==> config.mk <==
export PLATFORM = sky130hd
export DESIGN_NAME = kab_mul
export DESIGN_NICKNAME = d
export VERILOG_FILES = /design/src/sv/kab_pkg.sv /design/src/sv/kab_mul.sv
export SDC_FILE = /design/constraint.sdc
export NUM_CORES = 2
export LEC_CHECK = 0
export ABC_AREA = 1
export BUFFER_PORTS_ARGS = -buffer_cell sky130_fd_sc_hd__buf_2
export CAP_MARGIN = 15
export CORE_UTILIZATION = 60
export DETAILED_ROUTE_END_ITERATION = 12
export PLACE_DENSITY_LB_ADDON = 0.2
export SLEW_MARGIN = 10
export SYNTH_ARGS = -nofsm -noshare
export SYNTH_HDL_FRONTEND = slang
export SYNTH_SLANG_ARGS = --single-unit
==> constraint.sdc <==
create_clock -name i_clk -period 7.3 [get_ports i_clk]
set_input_delay 0.365 -clock i_clk [delete_from_list [all_inputs] [get_ports i_clk]]
set_output_delay 0.365 -clock i_clk [all_outputs]
set_load 0.05 [all_outputs]
==> src/sv/kab_pkg.sv <==
// Shared constants, types and saturation helper for the angle/bias Kalman filter.
package kab_pkg;

    localparam int DT_FRAC_BITS  = 16;
    localparam int COV_FRAC_BITS = 24;
    // Quotient bits the gain divider produces below the saturation point.
    localparam int GAIN_Q_BITS   = 31;
    localparam int DIV_PRE_BITS  = GAIN_Q_BITS - COV_FRAC_BITS;

    localparam int NOISE_W = 31;
    localparam int WIDE_W  = 48;
    localparam int MUL_A_W = 36;
    localparam int MUL_B_W = 33;
    localparam int PROD_W  = MUL_A_W + MUL_B_W;

    typedef logic signed [31:0]        t_word;
    typedef logic signed [WIDE_W-1:0]  t_wide;
    typedef logic [NOISE_W-1:0]        t_noise;

    typedef enum logic [1:0] {
        CFG_ANGLE_NOISE = 2'd0,
        CFG_BIAS_NOISE  = 2'd1,
        CFG_MEAS_NOISE  = 2'd2,
        CFG_UNUSED      = 2'd3
    } t_cfg_idx;

    localparam t_noise RST_ANGLE_NOISE = 31'd16777;
    localparam t_noise RST_BIAS_NOISE  = 31'd50332;
    localparam t_noise RST_MEAS_NOISE  = 31'd503316;
    localparam t_word  COV_ONE         = t_word'(64'd1 << COV_FRAC_BITS);

    localparam t_wide WIDE_MAX = t_wide'(64'sd2147483647);
    localparam t_wide WIDE_MIN = t_wide'(-64'sd2147483648);

    function automatic t_word sat32(input t_wide v);
        t_word r;
        if (v > WIDE_MAX) begin
            r = 32'sh7FFF_FFFF;
        end else if (v < WIDE_MIN) begin
            r = 32'sh8000_0000;
        end else begin
            r = v[31:0];
        end
        return r;
    endfunction

endpackage

==> src/sv/kab_mul.sv <==
// Shared signed multiplier with a registered product.
module kab_mul
    import kab_pkg::*;
(
    input  logic                      i_clk,
    input  logic signed [MUL_A_W-1:0] i_a,
    input  logic signed [MUL_B_W-1:0] i_b,
    output logic signed [PROD_W-1:0]  o_prod
);

    logic signed [PROD_W-1:0] r_prod;

    always_ff @(posedge i_clk) begin
        r_prod <= PROD_W'(i_a) * PROD_W'(i_b);
    end

    assign o_prod = r_prod;

endmodule

Word level (Yosys, flattened, before mapping)
Index checks and enable logic that the tools add are counted.
Widths: inputs -> output; s select.
{"block": "totals", "output_inout_bits": 69, "ff_bits": 69}
{"block": "classes", "n_mul": 1}
{"operator": "$mul 36x33->69", "count": 1}

Longest topological paths before layout
{"block": "logic_depth", "depth_word": 1, "depth_mapped": 33, "depth_no_buf": 31}

Worst setup path after synthesis
OpenSTA, ideal clock, no wires.
{"block": "synth_timing", "path_kind": "input to register", "startpoint": "input i_b[1]", "endpoint": "register r_prod[68], in the netlist o_prod[68]", "arrival_time_ns": 7.066, "required_time_ns": 7.188, "path_slack_ns": 0.122, "setup_ns": 0.112, "path_stages": 29, "cell_sequence": "clkbuf_1 > clkbuf_1 > nand2_1 > inv_1 > fa_1 > fa_1 > fa_1 > fa_1 > inv_1 > fa_1 > inv_1 > fa_1 > inv_1 > fa_1 > fa_1 > inv_1 > ha_1 > nand2_1 > inv_1 > nand2_1 > inv_1 > nand2_1 > inv_1 > a21oi_1 > nand2_1 > inv_1 > nand2_1 > nand2_1 > nand2_1"}
{"block": "synth_via", "elab_chain_len": 1}
{"element": "start: declaration", "line": "kab_mul.sv:7", "source": "input logic signed [MUL_B_W-1:0] i_b,"}
{"element": "$mul 36x33->69", "line": "kab_mul.sv:14", "source": "r_prod <= PROD_W'(i_a) * PROD_W'(i_b);"}
{"element": "end signal: assignment", "line": "kab_mul.sv:14"}
{"element": "end: declaration", "line": "kab_mul.sv:11", "source": "logic signed [PROD_W-1:0] r_prod;"}
No other way between the ends.

Worst setup path after layout
{"block": "layout_timing", "startpoint": "input i_b[3]", "endpoint": "register r_prod[25], in the netlist o_prod[25]"}
The elaborated chain is that of the path after synthesis.

==> results.toml <==
[timing]
setup_viol = 0
drv_slew = 0
relSlewSlack_pct = 36.4
hold_viol_final = 0
tightest_slew_ns = 0.954
fin_crit_sh_pct = 95.2
rsz0062_at_grt = "no"
setup_tns_ns = 0
period_minus_slack_ns = 6.95
fmax_ghz = 0.144

[synthesis]
ys_seq_area_share_pct = 2.97
synth_top_family_by_area = "adder cells"
synth_fa_ha_area_share_pct = 59.2
synth-xor-area-share_pct = 0.847
synth_area_leaders = "fa_1 53%, inv_1 17%, nand2_1 13%"
synthFlopType = "dfxtp_1"
ys_types = 36
avgSynthCellArea_um2 = 7.79
syn_nets = 7509
synth_compound_area_share_pct = 1.12
syn-instance-count = 5978
synthDominantCellAreaShare_pct = 53.2
synthMuxAreaShare_pct = 0
async_flop_share_pct = 0
ys_ff_latch = 69
netlist_area_um2 = 46500
yosysTopAreaCell = "fa_1"
synth-edff-count = 0
yosys.area_share.simple_pct = 16.9
ys_warn_count = 0

[placed_design]
place_congestion = 0.970
detailed_place_hpwl_um = 112000
io_buffers = 138
place_area_um2 = 49700

[global_routing]
grt_use_met1_pct = 42.5
overflow = 0
met3_usage_pct = 4.31
grt.total_usage_pct = 34.4
grt_max_degree = 37
top_usage_layer = "met2"
first_global_vias = 39797
grt_first_pass_wirelength_um = 209000
grt_use_met2_pct = 60.8
antenna_found_initial = 4

[clock_network]
cts_tree = "yes"
clock-sinks = 69
clk_pin_slew_ns = 0.05
cts_setup_buffers = 0
cts-resized-gates = 0
cts_buffer_depth = 2
cts_hold_buf = 0
clockRootBuffer = "clkbuf_16"
cts_inserted_buffers = 9
h-tree-depth = 3

[finish]
final_area_um2 = 50000
nets = 7601
area_growth_syn_to_layout_pct = 7.38
largest_reg_flops = 69
drive_above_1_share_pct = 7.87
n_fill_cell = 6656

[floorplanning]
io_pins = 139
core_area_um2 = 76300
die_h_um = 281
die_w_um = 281
die-area_um2 = 78700
start_util_pct = 61.0
rows = 101

[critical_path]
slowest_stage = "fa_1"
critical_path_class = "in2reg"
cp.arrival_ns = 7.18
cp-end-kind = "flip-flop"
max_stage_delay_ns = 0.56
crit_fanout = 21
crit_path_start_kind = "input port"
cp_common_cell = "fa_1"
worstPathCellList = "buf_2, buf_4, nand2_1, fa_1, fa_1, inv_1, fa_1, inv_1, fa_1, fa_1, inv_1, fa_1, fa_1, inv_1, fa_1, inv_1, ha_1, nand2_1, inv_1, a21oi_1, nand2_1, nand3b_1, xor2_1, buf_4"
crit_required_ns = 7.53

[drt]
ant_nets = 0
dr.pass1.iters = 5
finalWirelength_um = 125000
drt-wirelength-per-cell_um = 17.6
vias = 35860
routed_via_density = 5.05
drc_errors = 0
drtIter0Drc = 2463

[run]
max_cap_violations = 0

[worst_hold_path]
hp-class = "in2reg"
hold_depth = 4

[status]
outcome = "finished, final reports clean"
[worst max-delay path: cells and delay by family]
| family | cells | cell delay, ns |
|---|---|---|
| fa+ha+maj | 9 | 4.42 |
| compound gates | 1 | 0.21 |
| simple gates | 4 | 0.72 |
| xor+xnor | 1 | 0.20 |
| buf+inv | 9 | 1.23 |
[cell type report]
class	count	area [um^2]	area share, %
Sequential cell	69	1380	2.76
Timing Repair Buffer	356	2850	5.71
Clock inverter	5	82.6	0.165
Inverter	2070	7770	15.5
Multi-Input combinational cell	3564	36400	72.8
Clock buffer	11	243	0.486
Tap cell	1030	1290	2.58
Antenna cell	1	2.50	0.00501
[Yosys cell counts (5+ instances only)]
| master | instances |
|---|---|
| o21bai_1 | 10 |
| or2_2 | 7 |
| dfxtp_1 | 69 |
| nand4_1 | 17 |
| a21oi_1 | 59 |
| xnor2_1 | 7 |
| ha_1 | 223 |
| nand3_2 | 12 |
| nor3_1 | 8 |
| nor3_2 | 5 |
| inv_2 | 6 |
| clkbuf_1 | 274 |
| nand3_1 | 65 |
| nor2_4 | 5 |
| nor2_2 | 28 |
| nand2_2 | 39 |
| inv_1 | 2061 |
| nand2_1 | 1663 |
| nor2_1 | 103 |
| fa_1 | 1238 |
| o21ai_0 | 19 |
| xor2_1 | 38 |
[cells in the final DEF (no fill, tap or decap), types with 28 or more instances in the layout]
cell type	Yosys	layout
a21oi_1	59	59
buf_4	0	176
nor2_2	28	28
nand2_1	1663	1663
buf_12	0	42
nor2_1	103	103
fa_1	1238	1238
ha_1	223	223
nand2_2	39	39
dfxtp_1	69	69
inv_1	2061	2061
xor2_1	38	38
buf_2	0	138
nand3_1	65	65
[layer usage]
layer | vias to the layer above | part of all wire [%]
met5 | - | 0.022
met4 | 4 | 4.9
met3 | 349 | 6.6
met2 | 1379 | 50
met1 | 17845 | 39
li1 | 16283 | -
[per-stage QoR]
stage	utilization (%)	std cells	hold WS (ns)	setup slack, ns
2_1_floorplan	-	5978	0.680	0.122
5_1_grt	65.5	7106	0.568	0.0249
3_5_place_dp	65.1	7089	0.833	0.0603
6_report	65.5	7106	0.553	0.349
4_1_cts	65.5	7105	0.539	0.385
3_3_place_gp	65.1	7089	0.834	0.0604
[cell families (layout without fill, tap and decap cells)]
| family | count (synthesis) | after routing |
|---|---|---|
| AO/OA/AOI/OAI | 95 | 95 |
| XOR/XNOR | 45 | 45 |
| adder cells (fa/ha/maj) | 1461 | 1461 |
| buffers and inverters | 2345 | 2442 |
| flip-flops | 69 | 69 |
| other | 0 | 1 |
| AND/OR/NAND/NOR | 1963 | 1963 |
[final timing paths]
kind / startpoint / to / slack [ns]
setup / recovery: i_b[3] / o_prod[25] / 0.35
hold / removal: i_a[0] / o_prod[0] / 0.55
Power is not shown: default switching activity piles up to over one toggle a cycle in this logic, so the estimate is an artifact.
