### src/sv/kab_pkg.sv
// Shared constants, types and saturation helper for the angle/bias Kalman filter.
package kab_pkg;

    localparam int DT_FRAC_BITS  = 16;
    localparam int COV_FRAC_BITS = 24;
    // Quotient bits the gain divider produces below the saturation point.
    localparam int GAIN_Q_BITS   = 31;
    localparam int DIV_PRE_BITS  = GAIN_Q_BITS - COV_FRAC_BITS;

    localparam int NOISE_W = 31;
    localparam int WIDE_W  = 48;
    localparam int MUL_A_W = 36;
    localparam int MUL_B_W = 33;
    localparam int PROD_W  = MUL_A_W + MUL_B_W;

    typedef logic signed [31:0]        t_word;
    typedef logic signed [WIDE_W-1:0]  t_wide;
    typedef logic [NOISE_W-1:0]        t_noise;

    typedef enum logic [1:0] {
        CFG_ANGLE_NOISE = 2'd0,
        CFG_BIAS_NOISE  = 2'd1,
        CFG_MEAS_NOISE  = 2'd2,
        CFG_UNUSED      = 2'd3
    } t_cfg_idx;

    localparam t_noise RST_ANGLE_NOISE = 31'd16777;
    localparam t_noise RST_BIAS_NOISE  = 31'd50332;
    localparam t_noise RST_MEAS_NOISE  = 31'd503316;
    localparam t_word  COV_ONE         = t_word'(64'd1 << COV_FRAC_BITS);

    localparam t_wide WIDE_MAX = t_wide'(64'sd2147483647);
    localparam t_wide WIDE_MIN = t_wide'(-64'sd2147483648);

    function automatic t_word sat32(input t_wide v);
        t_word r;
        if (v > WIDE_MAX) begin
            r = 32'sh7FFF_FFFF;
        end else if (v < WIDE_MIN) begin
            r = 32'sh8000_0000;
        end else begin
            r = v[31:0];
        end
        return r;
    endfunction

endpackage

### src/sv/kab_div.sv
// Two-lane restoring divider for the gains (num << COV_FRAC_BITS) / den, saturated.
module kab_div
    import kab_pkg::*;
(
    input  logic        i_clk,
    input  logic        i_rst_n,
    input  logic        i_start,
    input  t_word       i_num0,
    input  t_word       i_num1,
    input  logic [31:0] i_den,
    output logic        o_done,
    output t_word       o_k0,
    output t_word       o_k1
);

    localparam int CNT_W = $clog2(GAIN_Q_BITS);

    logic                   r_busy;
    logic                   r_done;
    logic [CNT_W-1:0]       r_cnt;
    logic [31:0]            r_den;
    logic [31:0]            r_rem  [2];
    logic [GAIN_Q_BITS-1:0] r_nlo  [2];
    logic [GAIN_Q_BITS-1:0] r_q    [2];
    logic                   r_neg  [2];
    logic                   r_over [2];

    t_word       num [2];
    logic [31:0] mag [2];
    t_word       k   [2];

    assign num[0] = i_num0;
    assign num[1] = i_num1;

    always_comb begin
        for (int l = 0; l < 2; l++) begin
            mag[l] = num[l][31] ? 32'(-num[l]) : 32'(num[l]);
            if (r_over[l]) begin
                k[l] = r_neg[l] ? 32'sh8000_0000 : 32'sh7FFF_FFFF;
            end else if (r_neg[l]) begin
                k[l] = -$signed({1'b0, r_q[l]});
            end else begin
                k[l] = $signed({1'b0, r_q[l]});
            end
        end
    end

    always_ff @(posedge i_clk) begin
        if (!i_rst_n) begin
            r_busy <= 1'b0;
            r_done <= 1'b0;
            r_cnt  <= '0;
        end else begin
            r_done <= 1'b0;
            if (i_start) begin
                r_busy <= 1'b1;
                r_cnt  <= '0;
            end else if (r_busy) begin
                r_cnt <= r_cnt + 1'b1;
                if (r_cnt == CNT_W'(GAIN_Q_BITS - 1)) begin
                    r_busy <= 1'b0;
                    r_done <= 1'b1;
                end
            end
        end
    end

    always_ff @(posedge i_clk) begin
        logic [32:0] t;
        for (int l = 0; l < 2; l++) begin
            t = '0;
            if (i_start) begin
                r_neg[l]  <= num[l][31];
                // A quotient of 2^31 or more only ever lands on the clamp.
                r_over[l] <= {{DIV_PRE_BITS{1'b0}}, mag[l]} >= {i_den, {DIV_PRE_BITS{1'b0}}};
                r_rem[l]  <= mag[l] >> DIV_PRE_BITS;
                r_nlo[l]  <= {mag[l][DIV_PRE_BITS-1:0], {COV_FRAC_BITS{1'b0}}};
                r_q[l]    <= '0;
            end else if (r_busy) begin
                t = {r_rem[l], r_nlo[l][GAIN_Q_BITS-1]};
                if (t >= {1'b0, r_den}) begin
                    r_rem[l] <= 32'(t - {1'b0, r_den});
                    r_q[l]   <= {r_q[l][GAIN_Q_BITS-2:0], 1'b1};
                end else begin
                    r_rem[l] <= t[31:0];
                    r_q[l]   <= {r_q[l][GAIN_Q_BITS-2:0], 1'b0};
                end
                r_nlo[l] <= r_nlo[l] << 1;
            end
        end
        if (i_start) begin
            r_den <= i_den;
        end
    end

    assign o_done = r_done;
    assign o_k0   = k[0];
    assign o_k1   = k[1];

endmodule

### config.mk
export PLATFORM = sky130hd
export DESIGN_NAME = kab_div
export DESIGN_NICKNAME = d
export VERILOG_FILES = /design/src/sv/kab_pkg.sv /design/src/sv/kab_div.sv
export SDC_FILE = /design/constraint.sdc
export NUM_CORES = 1
export LEC_CHECK = 0
export ABC_AREA = 1
export BUFFER_PORTS_ARGS = -buffer_cell sky130_fd_sc_hd__buf_4
export CAP_MARGIN = 20
export CORE_UTILIZATION = 33
export DETAILED_ROUTE_END_ITERATION = 6
export RECOVER_POWER = 100
export REMOVE_ABC_BUFFERS = 1
export SLEW_MARGIN = 0
export SYNTH_ARGS = -nofsm -noshare
export SYNTH_HDL_FRONTEND = slang
export SYNTH_SLANG_ARGS = --single-unit
export TNS_END_PERCENT = 50
### constraint.sdc
create_clock -name i_clk -period 3.8 [get_ports i_clk]
set_clock_uncertainty 0.2 [all_clocks]
set_input_delay 0.57 -clock i_clk [delete_from_list [all_inputs] [get_ports i_clk]]
set_output_delay 0.57 -clock i_clk [all_outputs]
set_load 0.02 [all_outputs]
Yosys cells after proc, flatten, opt, wreduce, memory -nomap -nowiden
Memory sizes are Yosys's and may differ from the RTL's.
Cells that the tools add are included.
{"block": "classes", "eq_ne": 1, "n_bitwise": 12, "order_cmp": 4, "n_reduce_logical": 2, "n_addsub": 7, "muxes": 43}
{"operator": "$mux W32", "count": 12}
{"operator": "$mux W31", "count": 4}
{"operator": "$ge A32 B39 Y1", "count": 2}
{"operator": "$ge A33 B32 Y1", "count": 2}
{"operator": "$neg A31 Y32", "count": 2}
{"operator": "$neg A32 Y32", "count": 2}
{"operator": "$sub A32 B32 Y32", "count": 2}
{"operator": "$mux W30", "count": 2}
{"operator": "$mux W1", "count": 25}
{"operator": "$or A1 B1 Y1", "count": 10}
{"operator": "$add A5 B1 Y5 const B", "count": 1}
{"operator": "$eq A5 B5 Y1 const B", "count": 1}
{"operator": "$reduce_or A3 Y1", "count": 1}
{"operator": "$not A1 Y1", "count": 2}
{"operator": "$reduce_or A2 Y1", "count": 1}
{"block": "word_totals", "input_bits": 99, "wordCells": 78, "ramBits": 190, "reg_bits": 39, "memories": 5, "output_inout_bits": 65}
{"name": "r_rem", "depth": 2, "width": 32, "read_ports": 2, "rd_clocked_by_memory_dff": 0, "write_ports": 2, "line": "kab_div.sv:22", "text": "logic [31:0] r_rem [2];"}
{"name": "r_q", "depth": 2, "width": 31, "read_ports": 2, "rd_clocked_by_memory_dff": 0, "write_ports": 2, "line": "kab_div.sv:24", "text": "logic [GAIN_Q_BITS-1:0] r_q [2];"}
{"name": "r_nlo", "depth": 2, "width": 30, "read_ports": 2, "rd_clocked_by_memory_dff": 0, "write_ports": 2, "line": "kab_div.sv:23", "text": "logic [GAIN_Q_BITS-1:0] r_nlo [2];"}
{"name": "r_neg", "depth": 2, "width": 1, "read_ports": 2, "rd_clocked_by_memory_dff": 0, "write_ports": 2, "line": "kab_div.sv:25", "text": "logic r_neg [2];"}
{"name": "r_over", "depth": 2, "width": 1, "read_ports": 2, "rd_clocked_by_memory_dff": 0, "write_ports": 2, "line": "kab_div.sv:26", "text": "logic r_over [2];"}

Logic depth before layout (Yosys ltp)
Gate-level depths: netlist of run 1.
An unclocked memory read counts as a cell.
{"block": "logic_depth", "ltp_word": 8, "mapped_depth": 18, "depth_no_buf": 18}

Worst setup path after synthesis of run 1
Ideal clock, no wire load.
{"block": "synth_timing", "kind": "input port to flip-flop", "from": "input i_num1[0]", "to": "memory r_over[1][0], in the netlist r_over[0][1], data pin", "arrival_ps": 2666, "setup_ps": 259, "setup_slack_ps": 675, "t_required_ps": 3341, "path_stages": 18, "path_buffers": 0, "path_cell_list": "inv_1 > ha_1 > inv_1 > nor3_1 > inv_1 > nor3_1 > nand2_1 > nand2_1 > nand2_1 > a21boi_0 > ha_1 > a21o_1 > a31oi_1 > o211ai_1 > nand2_1 > nand2_1 > nand2_1 > nand3_1"}
{"element": "start: declaration", "line": "kab_div.sv:9", "text": "input t_word i_num1,"}
{"element": "end: declaration", "line": "kab_div.sv:26"}

==> flow_summary.ini, run 1 <==
[route]
first_iter_violations = 1527
drtPass1Iterations = 7
vias = 17178
ant_nets = 0
drc = 1
wirelength_um = 58700
vias_per_cell = 4.91
wl_per_cell_um = 16.8

[final_layout]
fill_cells = 5927
fin_nets = 3014
design_area_sq_um = 20100
area_growth_pct = 11.9
layout_common_cells = 759 x nand2_1, 439 x inv_1, 324 x nor2_1
final_common_cell = nand2_1
drive_gt1_share_pct = 8.06

[synth]
synth-main-ff-cell = edfxtp_1
synth-seq-cells = 183
synth_top_cell_area_share_pct = 29.4
ys_warn_count = 0
syn_avg_cell_area_sq_um = 6.78
yosysSeqAreaShare_pct = 30.2
synth_edf_count = 176
async_flop_share_pct = 0
postSynthCellCount = 2651
synth_top_cell_by_area = edfxtp_1
ys_types = 58
syn-cell-area_sq_um = 18000
synthTopCellsByArea = edfxtp_1 29%, nand2_1 16%, inv_1 9.1%

[global_route]
grt_pass1_vias = 16318
grt_max_degree = 108
antenna_found_initial = 3
gr-total-overflow = 0
grt_use_total_pct = 21.3
grt_pass1_wl_um = 92000

[power_and_ir_drop]
p_leak_nw = 9.93
p_clk_share_pct = 24.7
power_density_nw_per_um2 = 376
p_sw_mw = 3.17
comb_power_share_pct = 41.5
ir_drop_mv = 0.341
total_power_mw = 7.57
p_int_mw = 4.40
swShare_pct = 41.8
p_seq_share_pct = 33.8

[floorplanning]
die_width_um = 235
ios = 164
rows = 85
die-height_um = 235
core_area_sq_um = 53800
die_area_sq_um = 55400
start_util_pct = 33.4

[placement]
place_congestion = 0.947
hpwl_um = 47600
place_area_sq_um = 19900
port_buffers = 163
dp_slack_ps = 255

[clock_network]
htree_levels = 4
cts_buffers = 17
insertion_delay_ps = 470
cts_num_sinks = 183
path_clk_slew_ps = 80
holdBufCountCts = 0
root_buffer = clkbuf_16
cts_resized = 0
cts_setup_buffers = 0
tritoncts = yes
cts_buffer_depth = 2

[sta]
tns_ps = 0
setup_violations = 0
post-route-period-util_pct = 92.1
post-route-min-period_ps = 3500
rsz0062_at_grt = false
finalHoldViolCount = 0
setup_ws_ps = 301
fmax_ghz = 0.286
worst_pin_slew_ps = 2090
maxSlewHeadroom_pct = -39.1
drv_slew = 134

[status]
violations = design-rule violations, max-capacitance violations, max-slew violations
outcome = finished with violations

[critical_path]
critPathKind = flip-flop to output port
worstSetupEndpointType = output port
critical_path.max_fanout = 4
arrival_ps = 2730
cp.required_ps = 3030
crit_path_start_kind = flip-flop

[worst_hold_path]
hp-class = primary input to flip-flop

[run]
maxCapViolCount = 2
cell families after synthesis:
logic type	synth area share, %
compound gates	6.24
simple gates	37.4
xor+xnor	6.23
buf+inv	11.4
fa+ha+maj	8.64
flops	30.2
routing by layer:
metal / share of wire (%) / vias up / routed length (um) / track usage [%]
met4: 1.9 / 6 / 1140 / 5.64
met1: 48 / 7747 / 28000 / 30.0
met2: 44 / 562 / 25500 / 33.2
li1: - / 8790 / - / -
met5: 0.055 / - / 32 / 0
met3: 6.9 / 73 / 4020 / 3.88
flip-flops by register name, indices dropped and copies added (netlist names):
name and count:
r_rem 64, r_q 62, r_den 32, r_nlo 14, r_cnt 5, r_neg 2
r_over 2, o_done 1, r_busy 1
final timing paths:
check	start	cells past startpoint	slack, ps	end
setup / recovery	r_q[1][0]$_SDFFCE_PP0P_	11	300	o_k1[20]
hold / removal	i_den[26]	1	110	r_den[26]$_DFFE_PP_
setup reg to reg	r_busy$_SDFF_PN0_	5	480	r_rem[1][3]$_DFFE_PP_
hold reg to reg	r_cnt[4]$_SDFFE_PP0P_	2	300	o_done$_SDFF_PP0_
power groups by stage:
stage | logic (mW) | clock network, mW | registers [mW]
floorplan | 2.18 | 0 | 2.58
global placement | 3.21 | 0 | 2.60
detailed placement | 3.21 | 0 | 2.60
CTS | 3.23 | 1.91 | 2.56
global route | 3.53 | 1.98 | 2.58
finish | 3.14 | 1.87 | 2.56
synth_stat cells (all sizes together), types with 31 or more instances:
master,n
a21oi,102
inv,444
nand4,78
nand3,229
edfxtp,176
nor2,345
nand2,776
ha,121
clkbuf,37
o21ai,59
xnor2,35
xor2,93
nor3,31
worst max-delay path, stage by stage (launching register included):
cell and delay [ps]:
edfxtp_1 360, inv_1 170, ha_1 210, nand3_1 120, inv_1 90, nand3_1 100
o21ai_0 410, nand2_1 160, nor2_1 250, xor2_1 180, inv_1 60, clkbuf_2 150
metrics by stage:
step | hold WS [ps] | std cells | utilization (%)
after detailed placement | 300 | 3469 | 37.0
after global routing | 96.1 | 3501 | 37.4
after global placement | 300 | 3469 | 37.0
final | 111 | 3502 | 37.4
after CTS | 62.6 | 3501 | 38.1
after floorplan | 262 | 2589 | -
layout make-up:
class                           instances  area (sq um)  share of cell area (%)
Multi-Input combinational cell       1959         10500                    52.1
Sequential cell                       183          5430                    27.0
Inverter                              447          1680                    8.35
Timing Repair Buffer                  184          1070                    5.31
Tap cell                              696           871                    4.33
Clock buffer                           18           429                    2.13
Clock inverter                         14           159                   0.790
Antenna cell                            1          2.50                  0.0124
(Power assumes the default switching activity.)
==> run 2: changes to the inputs <==
- CORE_MARGIN: default -> 2
- CORE_UTILIZATION: 33 -> 50
- GPL_TIMING_DRIVEN: default -> 0
- PLACE_DENSITY: default -> 0.69
==> flow_summary.ini, run 2 (same netlist as run 1, synthesis figures left out) <==
[final_layout]
area_growth_pct = 11.6
top_regs = r_rem: 64 flops, r_q: 62 flops, r_den: 32 flops
fill_cells = 3539
layout_common_cells = 758 x nand2_1, 436 x inv_1, 319 x nor2_1
largest_register_ffs = 64
drive_gt1_share_pct = 9.86
fin_nets = 2999
final_common_cell = nand2_1
top_register = r_rem

[placement]
place_congestion = 0.994
hpwl_um = 44900
port_buffers = 163
dp_slack_ps = -819

[global_route]
grt_use_total_pct = 29.7
antenna_found_initial = 2
gr-total-overflow = 0
grt_pass1_wl_um = 88900
grt_pass1_vias = 16508
grt_max_degree = 128

[status]
outcome = finished with violations
violations = max-capacitance violations, max-slew violations

[route]
drtPass1Iterations = 7
vias = 17412
wl_per_cell_um = 17.3
ant_nets = 0
wirelength_um = 56200
first_iter_violations = 1443
vias_per_cell = 5.35
drc = 0

[floorplanning]
die-height_um = 194
die_width_um = 194
ios = 164
rows = 69
start_util_pct = 50.7
core_area_sq_um = 35500
die_area_sq_um = 37500

[sta]
drv_slew = 44
worst_pin_slew_ps = 2250
setup_violations = 0
post-route-period-util_pct = 97.5
post-route-min-period_ps = 3710
finalHoldViolCount = 0
tns_ps = 0
setup_ws_ps = 94.3
fmax_ghz = 0.270
maxSlewHeadroom_pct = -49.8
rsz0062_at_grt = true

[clock_network]
tritoncts = yes
root_buffer = clkbuf_16
insertion_delay_ps = 470
cts_buffer_depth = 2
path_clk_slew_ps = 90
htree_levels = 4
cts_buffers = 17
cts_num_sinks = 183

[critical_path]
arrival_ps = 3820
critPathKind = primary input to flip-flop
rrSetupSlack_ps = 280
worstSetupEndpointType = flip-flop
cp.required_ps = 3920
crit_path_start_kind = primary input
critical_path.max_fanout = 5
r2r-start = r_den[1]$_DFFE_PP_
regToRegEndpoint = r_rem[1][27]$_SDFFCE_PP0P_
worst-r2r-cell-count = 13

[power_and_ir_drop]
total_power_mw = 7.68
power_density_nw_per_um2 = 383
ir_drop_mv = 0.374
p_leak_nw = 10.1

[worst_hold_path]
hold_depth = 1
holdPathEnd = r_den[21]$_DFFE_PP_
min_from = i_den[21]
hp-class = primary input to flip-flop

[run]
maxCapViolCount = 1
[run 2: cell count changes in the layout (fill, tap and decap cells not counted), moves of 4 or more]
cell / before / now
clkbuf_1: 82 / 34
inv_12: 0 / 4
nor2_2: 14 / 18
o21ai_1: 1 / 7
buf_4: 93 / 123
clkinv_8: 1 / 5
nor2_1: 324 / 319
o21ai_0: 57 / 50
[run 2: critical path, stage by stage]
cell,delay (ps)
buf_4,110
inv_1,140
ha_1,240
inv_1,100
nor3_2,220
inv_1,100
nor3_2,300
nand2_1,110
nand2_1,70
nand2_1,60
a21boi_1,340
ha_1,210
nand4_1,270
inv_1,130
nand4_1,140
nor2_1,160
nand4_1,300
nand3_2,230
[run 2: final cells by class]
| cell class | instances | area, sq um | share of cell area [%] |
|---|---|---|---|
| multi-input combinational | 1959 | 10600 | 52.6 |
| sequential | 183 | 5430 | 27.0 |
| inverter | 447 | 1690 | 8.42 |
| timing repair buffer | 168 | 1180 | 5.88 |
| tap | 461 | 577 | 2.87 |
| clock buffer | 17 | 425 | 2.12 |
| clock inverter | 15 | 204 | 1.02 |
| timing repair inverter | 1 | 5.00 | 0.0249 |
| antenna | 1 | 2.50 | 0.0125 |
[run 2: power by group]
part,total [mW],internal (mW),switching (mW)
registers,2.57,2.45,0.126
logic,3.18,1.08,2.10
clock network,1.93,0.916,1.01
total,7.68,4.44,3.24
[run 2: stage by stage]
stage               instances  utilization [%]  area, sq um  hold slack [ps]
floorplan                2589                -        17600              262
global placement         3213             54.7        19400              297
detailed placement       3216             55.0        19500              301
CTS                      3248             56.8        20200             66.0
global route             3251             56.6        20100             90.3
finish                   3252             56.6        20100             99.5
[run 2: how the worst max path moves through the flow]
| stage | start | to |
|---|---|---|
| final | i_num1[0] | r_over[0][1]$_DFFE_PP_ |
| after global routing | i_num1[0] | r_over[0][1]$_DFFE_PP_ |
| after CTS | r_over[0][1]$_DFFE_PP_ | o_k1[27] |
| after detailed placement | i_num1[0] | r_over[0][1]$_DFFE_PP_ |
| after global placement | i_start | r_rem[0][21]$_DFFE_PP_ |
| after floorplan | i_start | r_rem[0][26]$_DFFE_PP_ |
[run 2: repair_timing]
| item | CTS | global route |
|---|---|---|
| setup buffers | 0 | 2 |
| cloned | 0 | 1 |
| gates resized for setup | 5 | 5 |
| endpoints found under the setup margin | 11 | 21 |
| hold buffers | 0 | 0 |
[run 2: per-layer routing]
layer,track usage (%),routed length (um)
met5,0,11
met2,48.7,25600
met3,3.97,3630
met1,40.2,25000
met4,11.0,1980
